==> config.mk <==
export PLATFORM = sky130hd
export DESIGN_NAME = als_lux_and_status_handler_core
export DESIGN_NICKNAME = d
export VERILOG_FILES = /design/src/rtl/als_pkg.sv /design/src/rtl/als_lux_and_status_handler_core.sv /design/src/rtl/als_seq.sv /design/src/rtl/als_dp.sv
export VERILOG_INCLUDE_DIRS = /design/src /design/src/rtl
export SDC_FILE = /design/constraint.sdc
export NUM_CORES = 2
export LEC_CHECK = 0
export ABC_AREA = 1
export ABC_CLOCK_PERIOD_IN_PS = 14800
export BUFFER_PORTS_ARGS = -buffer_cell sky130_fd_sc_hd__buf_4
export CELL_PAD_IN_SITES_DETAIL_PLACEMENT = 1
export CELL_PAD_IN_SITES_GLOBAL_PLACEMENT = 1
export CORE_MARGIN = 4
export CORE_UTILIZATION = 35
export DETAILED_ROUTE_END_ITERATION = 8
export GPL_TIMING_DRIVEN = 0
export MAX_ROUTING_LAYER = met4
export PLACE_DENSITY = 0.58
export SYNTH_ARGS = -nofsm -noshare
export SYNTH_HDL_FRONTEND = slang
export SYNTH_HIERARCHICAL = 1
export SYNTH_SLANG_ARGS = --single-unit
==> constraint.sdc <==
create_clock -name aclk -period 14.8 [get_ports aclk]
set_input_delay 2.22 -clock aclk [delete_from_list [all_inputs] [get_ports aclk]]
set_output_delay 2.22 -clock aclk [all_outputs]
set_load 0.005 [all_outputs]
==> src/rtl/als_lux_and_status_handler_core_macros.svh <==
// assertion macros shared by the light/status handler rtl
// needs a clock named aclk and an active-low reset named aresetn in scope
`ifndef ALS_LUX_AND_STATUS_HANDLER_CORE_MACROS_SVH
`define ALS_LUX_AND_STATUS_HANDLER_CORE_MACROS_SVH

`ifndef NO_ASSERTIONS

// same-cycle implication
`define ALS_ASSERT_IMP(lbl, ante, cons, msg) \
    lbl: assert property (@(posedge aclk) disable iff (!aresetn) (ante) |-> (cons)) \
        else $error(msg);

// next-cycle implication
`define ALS_ASSERT_NXT(lbl, ante, cons, msg) \
    lbl: assert property (@(posedge aclk) disable iff (!aresetn) (ante) |=> (cons)) \
        else $error(msg);

`else

`define ALS_ASSERT_IMP(lbl, ante, cons, msg)

`define ALS_ASSERT_NXT(lbl, ante, cons, msg)

`endif

`endif

==> src/rtl/als_pkg.sv <==
// types, constants and microprogram for the light/status handler
// no dependencies
`default_nettype none

package als_pkg;

    localparam int PC_W = 4;

    // coefficients, Q2.14
    localparam logic [23:0] COEF_B = 24'd30507;
    localparam logic [23:0] COEF_C = 24'd12222;
    localparam logic [23:0] COEF_D = 24'd21152;

    localparam logic [15:0] IRF_MAX = 16'd32768;

    // configuration register indexes
    localparam logic [1:0] REG_LUX_PER_COUNT = 2'd0;
    localparam logic [1:0] REG_ALS_TIME      = 2'd1;
    localparam logic [1:0] REG_ALS_ENABLE    = 2'd2;
    localparam logic [1:0] REG_PROX_ENABLE   = 2'd3;

    // microprogram step addresses
    localparam logic [PC_W-1:0] STEP_WAIT     = 4'd0;
    localparam logic [PC_W-1:0] STEP_LATCH    = 4'd1;
    localparam logic [PC_W-1:0] STEP_MUL_B    = 4'd2;
    localparam logic [PC_W-1:0] STEP_IAC1     = 4'd3;
    localparam logic [PC_W-1:0] STEP_MUL_C    = 4'd4;
    localparam logic [PC_W-1:0] STEP_MUL_D    = 4'd5;
    localparam logic [PC_W-1:0] STEP_IAC2     = 4'd6;
    localparam logic [PC_W-1:0] STEP_MUL_LUX  = 4'd7;
    localparam logic [PC_W-1:0] STEP_LUX      = 4'd8;
    localparam logic [PC_W-1:0] STEP_DIV      = 4'd9;
    localparam logic [PC_W-1:0] STEP_IRF      = 4'd10;
    localparam logic [PC_W-1:0] STEP_EMIT     = 4'd11;
    localparam logic [PC_W-1:0] STEP_LAST     = STEP_EMIT;

    typedef enum logic [2:0] {
        MUL_NONE,
        MUL_IR_B,
        MUL_FULL_C,
        MUL_IR_D,
        MUL_IAC_LPC
    } mul_sel_t;

    typedef enum logic [3:0] {
        ALU_NOP,
        ALU_ACCEPT,
        ALU_LATCH,
        ALU_IAC1,
        ALU_SAVE,
        ALU_IAC2,
        ALU_DIV_INIT,
        ALU_LUX,
        ALU_DIV_STEP,
        ALU_IRF,
        ALU_EMIT
    } alu_op_t;

    typedef enum logic [2:0] {
        COND_NEVER,
        COND_ALWAYS,
        COND_NO_INPUT,
        COND_SKIP_LIGHT,
        COND_DIV_MORE,
        COND_OUT_BUSY
    } cond_t;

    typedef struct packed {
        mul_sel_t        mul;
        alu_op_t         alu;
        cond_t           cond;
        logic [PC_W-1:0] target;
    } ctrl_t;

    typedef struct packed {
        logic no_input;
        logic skip_light;
        logic div_more;
        logic out_busy;
    } seq_status_t;

    function automatic ctrl_t prog_word(input logic [PC_W-1:0] pc);
        ctrl_t w;
        w = '{mul: MUL_NONE, alu: ALU_NOP, cond: COND_NEVER, target: STEP_WAIT};
        unique case (pc)
            STEP_WAIT:    w = '{MUL_NONE,    ALU_ACCEPT,   COND_NO_INPUT,   STEP_WAIT};
            STEP_LATCH:   w = '{MUL_NONE,    ALU_LATCH,    COND_SKIP_LIGHT, STEP_EMIT};
            STEP_MUL_B:   w = '{MUL_IR_B,    ALU_NOP,      COND_NEVER,      STEP_WAIT};
            STEP_IAC1:    w = '{MUL_NONE,    ALU_IAC1,     COND_NEVER,      STEP_WAIT};
            STEP_MUL_C:   w = '{MUL_FULL_C,  ALU_NOP,      COND_NEVER,      STEP_WAIT};
            STEP_MUL_D:   w = '{MUL_IR_D,    ALU_SAVE,     COND_NEVER,      STEP_WAIT};
            STEP_IAC2:    w = '{MUL_NONE,    ALU_IAC2,     COND_NEVER,      STEP_WAIT};
            STEP_MUL_LUX: w = '{MUL_IAC_LPC, ALU_DIV_INIT, COND_NEVER,      STEP_WAIT};
            STEP_LUX:     w = '{MUL_NONE,    ALU_LUX,      COND_NEVER,      STEP_WAIT};
            STEP_DIV:     w = '{MUL_NONE,    ALU_DIV_STEP, COND_DIV_MORE,   STEP_DIV};
            STEP_IRF:     w = '{MUL_NONE,    ALU_IRF,      COND_NEVER,      STEP_WAIT};
            STEP_EMIT:    w = '{MUL_NONE,    ALU_EMIT,     COND_OUT_BUSY,   STEP_EMIT};
            default:      w = '{MUL_NONE,    ALU_NOP,      COND_ALWAYS,     STEP_WAIT};
        endcase
        return w;
    endfunction

endpackage

`default_nettype wire

==> src/rtl/als_lux_and_status_handler_core.sv <==
// top level of the light/status handler: sequencer plus datapath
// depends on als_pkg, als_seq and als_dp
//
//   channel   direction  handshake           payload
//   s_        in         s_valid / s_ready   status flags, full, ir and prox counts
//   m_        out        m_valid / m_ready   held lux, ir factor, flags, counts, clear action
//   cfg_      in         cfg_wr_en           cfg_addr, cfg_wdata, no wait
//
// a beat with als work runs from accept to the result beat through ten program steps, the
// emit step among them, and 16 passes of the serial divider that forms the ir factor; the
// result is then offered from the output register
// a beat without als work (flags missing, disabled or saturated) skips from latch to emit
// the next beat is taken once the result sits in the output register
// a stalled output holds the program at its emit step; reset returns it to the wait step
`default_nettype none

module als_lux_and_status_handler_core
    import als_pkg::*;
#(
    parameter int LUX_FRAC_BITS = 8
) (
    input  wire logic        aclk,
    input  wire logic        aresetn,

    input  wire logic        cfg_wr_en,
    input  wire logic [1:0]  cfg_addr,
    input  wire logic [23:0] cfg_wdata,

    input  wire logic        s_valid,
    output logic             s_ready,
    input  wire logic        s_als_interrupt,
    input  wire logic        s_als_valid,
    input  wire logic        s_prox_interrupt,
    input  wire logic        s_prox_valid,
    input  wire logic [15:0] s_full_count,
    input  wire logic [15:0] s_ir_count,
    input  wire logic [15:0] s_prox_count,

    output logic             m_valid,
    input  wire logic        m_ready,
    output logic [31:0]      m_lux,
    output logic [15:0]      m_ir_factor,
    output logic             m_saturated,
    output logic             m_ripple_saturated,
    output logic [15:0]      m_full_value,
    output logic [15:0]      m_ir_value,
    output logic [15:0]      m_prox_value,
    output logic [1:0]       m_clear_action
);

    ctrl_t       ctrl;
    seq_status_t status;

    als_seq u_seq (
        .aclk    (aclk),
        .aresetn (aresetn),
        .status  (status),
        .ctrl    (ctrl)
    );

    als_dp #(
        .LUX_FRAC_BITS (LUX_FRAC_BITS)
    ) u_dp (
        .aclk               (aclk),
        .aresetn            (aresetn),
        .ctrl               (ctrl),
        .status             (status),
        .cfg_wr_en          (cfg_wr_en),
        .cfg_addr           (cfg_addr),
        .cfg_wdata          (cfg_wdata),
        .s_valid            (s_valid),
        .s_ready            (s_ready),
        .s_als_interrupt    (s_als_interrupt),
        .s_als_valid        (s_als_valid),
        .s_prox_interrupt   (s_prox_interrupt),
        .s_prox_valid       (s_prox_valid),
        .s_full_count       (s_full_count),
        .s_ir_count         (s_ir_count),
        .s_prox_count       (s_prox_count),
        .m_valid            (m_valid),
        .m_ready            (m_ready),
        .m_lux              (m_lux),
        .m_ir_factor        (m_ir_factor),
        .m_saturated        (m_saturated),
        .m_ripple_saturated (m_ripple_saturated),
        .m_full_value       (m_full_value),
        .m_ir_value         (m_ir_value),
        .m_prox_value       (m_prox_value),
        .m_clear_action     (m_clear_action)
    );

endmodule

`default_nettype wire

==> src/rtl/als_seq.sv <==
// microprogram sequencer: step counter, control store and jump logic
// depends on als_pkg and the assertion macro header
`default_nettype none
`include "als_lux_and_status_handler_core_macros.svh"

module als_seq
    import als_pkg::*;
(
    input  wire logic        aclk,
    input  wire logic        aresetn,
    input  wire seq_status_t status,
    output ctrl_t            ctrl
);

    logic [PC_W-1:0] pc_reg;
    logic [PC_W-1:0] pc_next;
    logic            take;

    assign ctrl = prog_word(pc_reg);

    always_comb begin
        unique case (ctrl.cond)
            COND_NEVER:      take = 1'b0;
            COND_ALWAYS:     take = 1'b1;
            COND_NO_INPUT:   take = status.no_input;
            COND_SKIP_LIGHT: take = status.skip_light;
            COND_DIV_MORE:   take = status.div_more;
            COND_OUT_BUSY:   take = status.out_busy;
            default:         take = 1'b1;
        endcase
        if (take) begin
            pc_next = ctrl.target;
        end else if (pc_reg == STEP_LAST) begin
            pc_next = STEP_WAIT;
        end else begin
            pc_next = pc_reg + 1'b1;
        end
    end

    always_ff @(posedge aclk) begin
        if (!aresetn) begin
            pc_reg <= STEP_WAIT;
        end else begin
            pc_reg <= pc_next;
        end
    end

    `ALS_ASSERT_IMP(a_pc_range, 1'b1, pc_reg <= STEP_LAST, "step counter outside program")
    `ALS_ASSERT_NXT(a_accept_step, pc_reg == STEP_WAIT && !status.no_input, pc_reg == STEP_LATCH, "accepted beat not followed by latch step")
    `ALS_ASSERT_NXT(a_emit_hold, pc_reg == STEP_EMIT && status.out_busy, pc_reg == STEP_EMIT, "emit step left while output slot full")
    `ALS_ASSERT_NXT(a_div_loop, pc_reg == STEP_DIV && status.div_more, pc_reg == STEP_DIV, "divider loop exited early")

endmodule

`default_nettype wire

==> src/rtl/als_dp.sv <==
// datapath: config registers, held state, shared multiplier, serial divider, output slot
// depends on als_pkg
`default_nettype none

module als_dp
    import als_pkg::*;
#(
    parameter int LUX_FRAC_BITS = 8
) (
    input  wire logic        aclk,
    input  wire logic        aresetn,
    input  wire ctrl_t       ctrl,
    output seq_status_t      status,

    input  wire logic        cfg_wr_en,
    input  wire logic [1:0]  cfg_addr,
    input  wire logic [23:0] cfg_wdata,

    input  wire logic        s_valid,
    output logic             s_ready,
    input  wire logic        s_als_interrupt,
    input  wire logic        s_als_valid,
    input  wire logic        s_prox_interrupt,
    input  wire logic        s_prox_valid,
    input  wire logic [15:0] s_full_count,
    input  wire logic [15:0] s_ir_count,
    input  wire logic [15:0] s_prox_count,

    output logic             m_valid,
    input  wire logic        m_ready,
    output logic [31:0]      m_lux,
    output logic [15:0]      m_ir_factor,
    output logic             m_saturated,
    output logic             m_ripple_saturated,
    output logic [15:0]      m_full_value,
    output logic [15:0]      m_ir_value,
    output logic [15:0]      m_prox_value,
    output logic [1:0]       m_clear_action
);

    localparam int LUX_SHIFT = 30 - LUX_FRAC_BITS;

    // configuration
    logic [23:0] lpc_reg;
    logic [7:0]  atime_reg;
    logic        als_en_reg;
    logic        prox_en_reg;

    // captured beat
    logic        als_go_reg;
    logic        prox_go_reg;
    logic [15:0] full_reg;
    logic [15:0] ir_reg;
    logic [15:0] prox_reg;

    // held state
    logic [15:0] held_full_reg;
    logic [15:0] held_ir_reg;
    logic [31:0] held_lux_reg;
    logic [15:0] held_irf_reg;
    logic        held_sat_reg;
    logic        held_ripple_reg;
    logic [15:0] held_prox_reg;

    // working registers
    logic [53:0] mul_reg;
    logic [31:0] tmp_reg;
    logic [29:0] iac_reg;
    logic [15:0] rem_reg;
    logic [15:0] dq_reg;
    logic [3:0]  cnt_reg;

    // output slot
    logic        m_valid_reg;
    logic [31:0] m_lux_reg;
    logic [15:0] m_irf_reg;
    logic        m_sat_reg;
    logic        m_ripple_reg;
    logic [15:0] m_full_reg;
    logic [15:0] m_ir_reg;
    logic [15:0] m_prox_reg;
    logic [1:0]  m_action_reg;

    logic [29:0] mul_a;
    logic [23:0] mul_b;
    logic [53:0] mul_p;
    logic [8:0]  time_diff;
    logic [16:0] limit;
    logic [18:0] limit_x3;
    logic [16:0] ripple_lim;
    logic        sat;
    logic        ripple;
    logic signed [32:0] diff1;
    logic signed [32:0] diff2;
    logic [53:0] lux_shifted;
    logic [16:0] trial;
    logic        trial_ge;
    logic [16:0] trial_sub;
    logic        out_busy;
    logic        accept;
    logic        load_out;

    assign accept   = s_valid && s_ready;
    assign s_ready  = (ctrl.alu == ALU_ACCEPT);
    assign out_busy = m_valid_reg && !m_ready;
    assign load_out = (ctrl.alu == ALU_EMIT) && !out_busy;

    // saturation limits from the integration time register
    assign time_diff  = 9'd256 - {1'b0, atime_reg};
    assign limit      = (atime_reg <= 8'd192) ? 17'd65535 : {time_diff[6:0], 10'b0};
    assign limit_x3   = {2'b0, limit} + {1'b0, limit, 1'b0};
    assign ripple_lim = limit_x3[18:2];
    assign sat        = ({1'b0, full_reg} >= limit) || ({1'b0, ir_reg} >= limit);
    assign ripple     = ({1'b0, full_reg} >= ripple_lim) || ({1'b0, ir_reg} >= ripple_lim);

    assign status.no_input   = !s_valid;
    assign status.skip_light = !als_go_reg || sat;
    assign status.div_more   = (cnt_reg != 4'd15);
    assign status.out_busy   = out_busy;

    // shared multiplier operands
    always_comb begin
        unique case (ctrl.mul)
            MUL_IR_B:    begin mul_a = {14'b0, ir_reg};   mul_b = COEF_B;  end
            MUL_FULL_C:  begin mul_a = {14'b0, full_reg}; mul_b = COEF_C;  end
            MUL_IR_D:    begin mul_a = {14'b0, ir_reg};   mul_b = COEF_D;  end
            MUL_IAC_LPC: begin mul_a = iac_reg;           mul_b = lpc_reg; end
            default:     begin mul_a = '0;                mul_b = '0;      end
        endcase
    end
    assign mul_p = {24'b0, mul_a} * {30'b0, mul_b};

    assign diff1 = $signed({3'b0, full_reg, 14'b0}) - $signed({1'b0, mul_reg[31:0]});
    assign diff2 = $signed({1'b0, tmp_reg}) - $signed({1'b0, mul_reg[31:0]});

    assign lux_shifted = mul_reg >> LUX_SHIFT;

    // one restoring divide step: remainder stays below full
    assign trial     = {rem_reg, dq_reg[15]};
    assign trial_ge  = trial >= {1'b0, full_reg};
    assign trial_sub = trial - {1'b0, full_reg};

    always_ff @(posedge aclk) begin
        if (!aresetn) begin
            lpc_reg         <= '0;
            atime_reg       <= 8'd255;
            als_en_reg      <= 1'b1;
            prox_en_reg     <= 1'b1;
            held_full_reg   <= '0;
            held_ir_reg     <= '0;
            held_lux_reg    <= '0;
            held_irf_reg    <= '0;
            held_sat_reg    <= 1'b0;
            held_ripple_reg <= 1'b0;
            held_prox_reg   <= '0;
            m_valid_reg     <= 1'b0;
        end else begin
            if (cfg_wr_en) begin
                unique case (cfg_addr)
                    REG_LUX_PER_COUNT: lpc_reg     <= cfg_wdata;
                    REG_ALS_TIME:      atime_reg   <= cfg_wdata[7:0];
                    REG_ALS_ENABLE:    als_en_reg  <= cfg_wdata[0];
                    REG_PROX_ENABLE:   prox_en_reg <= cfg_wdata[0];
                    default: ;
                endcase
            end

            case (ctrl.alu)
                ALU_LATCH: begin
                    if (prox_go_reg) begin
                        held_prox_reg <= prox_reg;
                    end
                    if (als_go_reg) begin
                        held_full_reg <= full_reg;
                        held_ir_reg   <= ir_reg;
                        if (sat) begin
                            held_sat_reg <= 1'b1;
                        end
                    end
                end
                ALU_IAC1: begin
                    held_sat_reg    <= 1'b0;
                    held_ripple_reg <= ripple;
                end
                ALU_LUX: begin
                    held_lux_reg <= (|lux_shifted[53:32]) ? 32'hFFFF_FFFF : lux_shifted[31:0];
                end
                ALU_IRF: begin
                    if (full_reg == 16'd0) begin
                        held_irf_reg <= '0;
                    end else if (dq_reg > IRF_MAX) begin
                        held_irf_reg <= IRF_MAX;
                    end else begin
                        held_irf_reg <= dq_reg;
                    end
                end
                default: ;
            endcase

            if (load_out) begin
                m_valid_reg <= 1'b1;
            end else if (m_ready) begin
                m_valid_reg <= 1'b0;
            end
        end
    end

    // payload and working registers, no reset
    always_ff @(posedge aclk) begin
        if (accept) begin
            als_go_reg  <= als_en_reg && s_als_interrupt && s_als_valid;
            prox_go_reg <= prox_en_reg && s_prox_interrupt && s_prox_valid;
            full_reg    <= s_full_count;
            ir_reg      <= s_ir_count;
            prox_reg    <= s_prox_count;
        end

        if (ctrl.mul != MUL_NONE) begin
            mul_reg <= mul_p;
        end

        case (ctrl.alu)
            ALU_IAC1: begin
                iac_reg <= diff1[32] ? 30'd0 : diff1[29:0];
            end
            ALU_SAVE: begin
                tmp_reg <= mul_reg[31:0];
            end
            ALU_IAC2: begin
                if (!diff2[32] && (diff2[29:0] > iac_reg)) begin
                    iac_reg <= diff2[29:0];
                end
            end
            ALU_DIV_INIT: begin
                // dividend is twice iac; top part already below full
                rem_reg <= {1'b0, iac_reg[29:15]};
                dq_reg  <= {iac_reg[14:0], 1'b0};
                cnt_reg <= '0;
            end
            ALU_DIV_STEP: begin
                rem_reg <= trial_ge ? trial_sub[15:0] : trial[15:0];
                dq_reg  <= {dq_reg[14:0], trial_ge};
                cnt_reg <= cnt_reg + 1'b1;
            end
            default: ;
        endcase

        if (load_out) begin
            m_lux_reg    <= held_lux_reg;
            m_irf_reg    <= held_irf_reg;
            m_sat_reg    <= held_sat_reg;
            m_ripple_reg <= held_ripple_reg;
            m_full_reg   <= held_full_reg;
            m_ir_reg     <= held_ir_reg;
            m_prox_reg   <= held_prox_reg;
            // bit 1 proximity clear, bit 0 als clear
            m_action_reg <= {prox_en_reg, als_en_reg};
        end
    end

    assign m_valid            = m_valid_reg;
    assign m_lux              = m_lux_reg;
    assign m_ir_factor        = m_irf_reg;
    assign m_saturated        = m_sat_reg;
    assign m_ripple_saturated = m_ripple_reg;
    assign m_full_value       = m_full_reg;
    assign m_ir_value         = m_ir_reg;
    assign m_prox_value       = m_prox_reg;
    assign m_clear_action     = m_action_reg;

endmodule

`default_nettype wire

==> impl_metrics.csv <==
group,metric,value,unit
outcome,status,"finished, final reports clean",
synthesis,netlist_area,46300,um^2
layout,nets,6681,
job,maxCapViolations,0,
detailed_routing,avgViaCountPerCell,5.02,
layout,fin_area,51900,um^2
worst_setup_path,path_class,"reg2reg",
detailed_routing,drt_iter0_markers,2212,
synthesis,synthCells,5390,
die,fp-row-count,133,
synthesis,ys_warn_count,6,
placed_design,placed_area,50200,um^2
grt,gr-total-overflow,0,
timing,period_needed,8.76,ns
die,die_h,372,um
grt,antenna_found_initial,5,
clocking,clk_pin_slew,0.06,ns
timing,rsz0062_at_grt,"false",
die,die_w,372,um
timing,setup_violations,0,
die,coreArea,131000,um^2
power_and_ir_drop,max-vdd-ir-drop,0.0000911,V
clocking,cts_max_path_buffers,3,
placed_design,dp_slack,6.14,ns
clocking,clk_latency,0.65,ns
clocking,cts_root_buf,"clkbuf_16",
worst_setup_path,arrival,9.13,ns
clocking,cts.sinks,451,
detailed_routing,wl_per_cell,24.1,um
power_and_ir_drop,leakage,24.9,nW
grt,grt_pass1_wl,266000,um
clocking,holdBufCountCts,0,
worst_setup_path,crit_path_start_kind,"flip-flop",
power_and_ir_drop,power_density,121,nW/um^2
timing,postLayoutSetupSlackWorst,6.04,ns
grt,grt_pass1_vias,40200,
worst_setup_path,critPathRequiredTime,15.17,ns
die,dieArea,138000,um^2
detailed_routing,ant_nets,0,
timing,post-route-period-util,59.2,%
clocking,ctsHtreeMaxLevel,2,
grt,grt_usage,27.0,%
clocking,postCtsSetupBuffers,0,
layout,largest_register_ff_count,54,
timing,holdWs,0.420,ns
clocking,cts_tree,"done",
die,io_pins,185,
placed_design,dp_cells,7345,
placed_design,gp_congestion,0.974,
timing,fmax,114,MHz
timing,slew_headroom,8.52,%
layout,drive_gt1_share,9.37,%
timing,setup_tns,0,ns
power_and_ir_drop,power,6.30,mW
detailed_routing,vias,37400,
layout,final_cells,7446,
timing,slew_violations,0,
layout,area_growth,12.1,%
worst_setup_path,critPathCaptureType,"flip-flop",
detailed_routing,routed_wl,179000,um
clocking,cts_resized,0,
detailed_routing,route.detailed.drc,0,
timing,fin_skew,0.0427,ns
detailed_routing,firstDrtPassIters,5,
timing,hold_viol,0,
timing,max_slew.worst_pin.slew,1.37,ns
clocking,cts_buffers,53,
placed_design,io_buffer_count,184,
worst_hold_path,min_path_type,"reg2reg",
die,start_util,35.3,%
layout,postLayoutCoreUtil,39.5,%
worst_setup_path,cp_max_fo,10,
synthesis,synth_area_per_cell,8.60,um^2
grt,grt_max_degree,41,
placed_design,hpwlAfterDp,153000,um
critical path: stages, from the launching register on:
cell	delay, ns
dfxtp_1	0.38
nor2_4	0.22
nand2_4	0.13
o21ai_1	0.81
inv_2	0.31
clkbuf_1	0.41
nor2_1	0.42
fa_1	0.49
inv_1	0.09
fa_1	0.45
inv_1	0.10
fa_1	0.45
fa_1	0.48
fa_1	0.45
fa_1	0.51
inv_1	0.05
fa_1	0.63
inv_1	0.07
ha_1	0.40
nand2_1	0.10
nand2_1	0.12
a31oi_1	0.40
o21bai_1	0.25
a31oi_1	0.34
nand3_1	0.21
nor2_1	0.13
nor2_1	0.05
cells in the final DEF, fill, tap and decap left out, types with 7 or more instances in the layout:
| master | instances |
|---|---|
| nor4_1 | 17 |
| nand4_1 | 35 |
| edfxtp_1 | 302 |
| nor2_1 | 588 |
| nand2_2 | 15 |
| a21boi_0 | 7 |
| a21oi_2 | 8 |
| buf_2 | 79 |
| inv_2 | 28 |
| o21ai_2 | 26 |
| a22oi_1 | 14 |
| a31oi_1 | 13 |
| o21a_1 | 19 |
| xnor2_1 | 28 |
| nand3b_1 | 24 |
| xor2_1 | 75 |
| a21oi_1 | 260 |
| buf_6 | 8 |
| inv_1 | 1105 |
| clkinv_1 | 10 |
| o211ai_1 | 10 |
| fa_1 | 616 |
| o21bai_1 | 15 |
| nor3_1 | 46 |
| clkbuf_8 | 10 |
| nand2_1 | 1014 |
| buf_4 | 204 |
| a21o_1 | 19 |
| o21ai_1 | 12 |
| clkbuf_1 | 68 |
| ha_1 | 337 |
| nand3_1 | 153 |
| and2_1 | 9 |
| clkbuf_16 | 57 |
| clkinv_2 | 13 |
| o21ai_0 | 198 |
| nor2_2 | 22 |
| dfxtp_1 | 149 |
| nand3_2 | 8 |
per-layer routing:
metal / GRT usage [%] / share of wire, % / vias to the layer above
met3: 2.31 / 4.0 / 230
met4: 8.48 / 3.8 / 0
met1: 34.4 / 44 / 19100
met5: - / 0 / -
met2: 45.7 / 49 / 803
li1: - / - / 17200
final timing paths:
check	startpoint	end	slack, ns	cells after the start
worst max-delay path	u_seq/ctrl[11]	u_dp/mul_reg[46]	6.04	26
worst min-delay path	u_dp/held_lux_reg[31]	u_dp/m_lux[31]	0.42	0
worst max register to register	u_seq/ctrl[11]	u_dp/mul_reg[46]	6.04	26
worst min register to register	u_dp/held_lux_reg[31]	u_dp/m_lux[31]	0.42	0
final cells by class:
cell class                      instances  area [um^2]
Clock inverter                         26          195
Buffer                                160          805
Antenna cell                            1         2.50
Tap cell                             1755         2200
Clock buffer                           74         1590
Sequential cell                       451        12100
Inverter                             1141         4290
Fill cell                           15600        79500
Multi-Input combinational cell       3639        29200
Timing Repair Buffer                  199         1580
where the power goes:
| part | switching, mW | leakage (nW) | internal [mW] |
|---|---|---|---|
| registers | 0.216 | 4.04 | 1.63 |
| logic | 2.23 | 20.0 | 0.888 |
| clock network | 0.547 | 0.886 | 0.784 |
| total | 2.99 | 24.9 | 3.31 |
No activity file was read; power rests on OpenSTA's default activity.
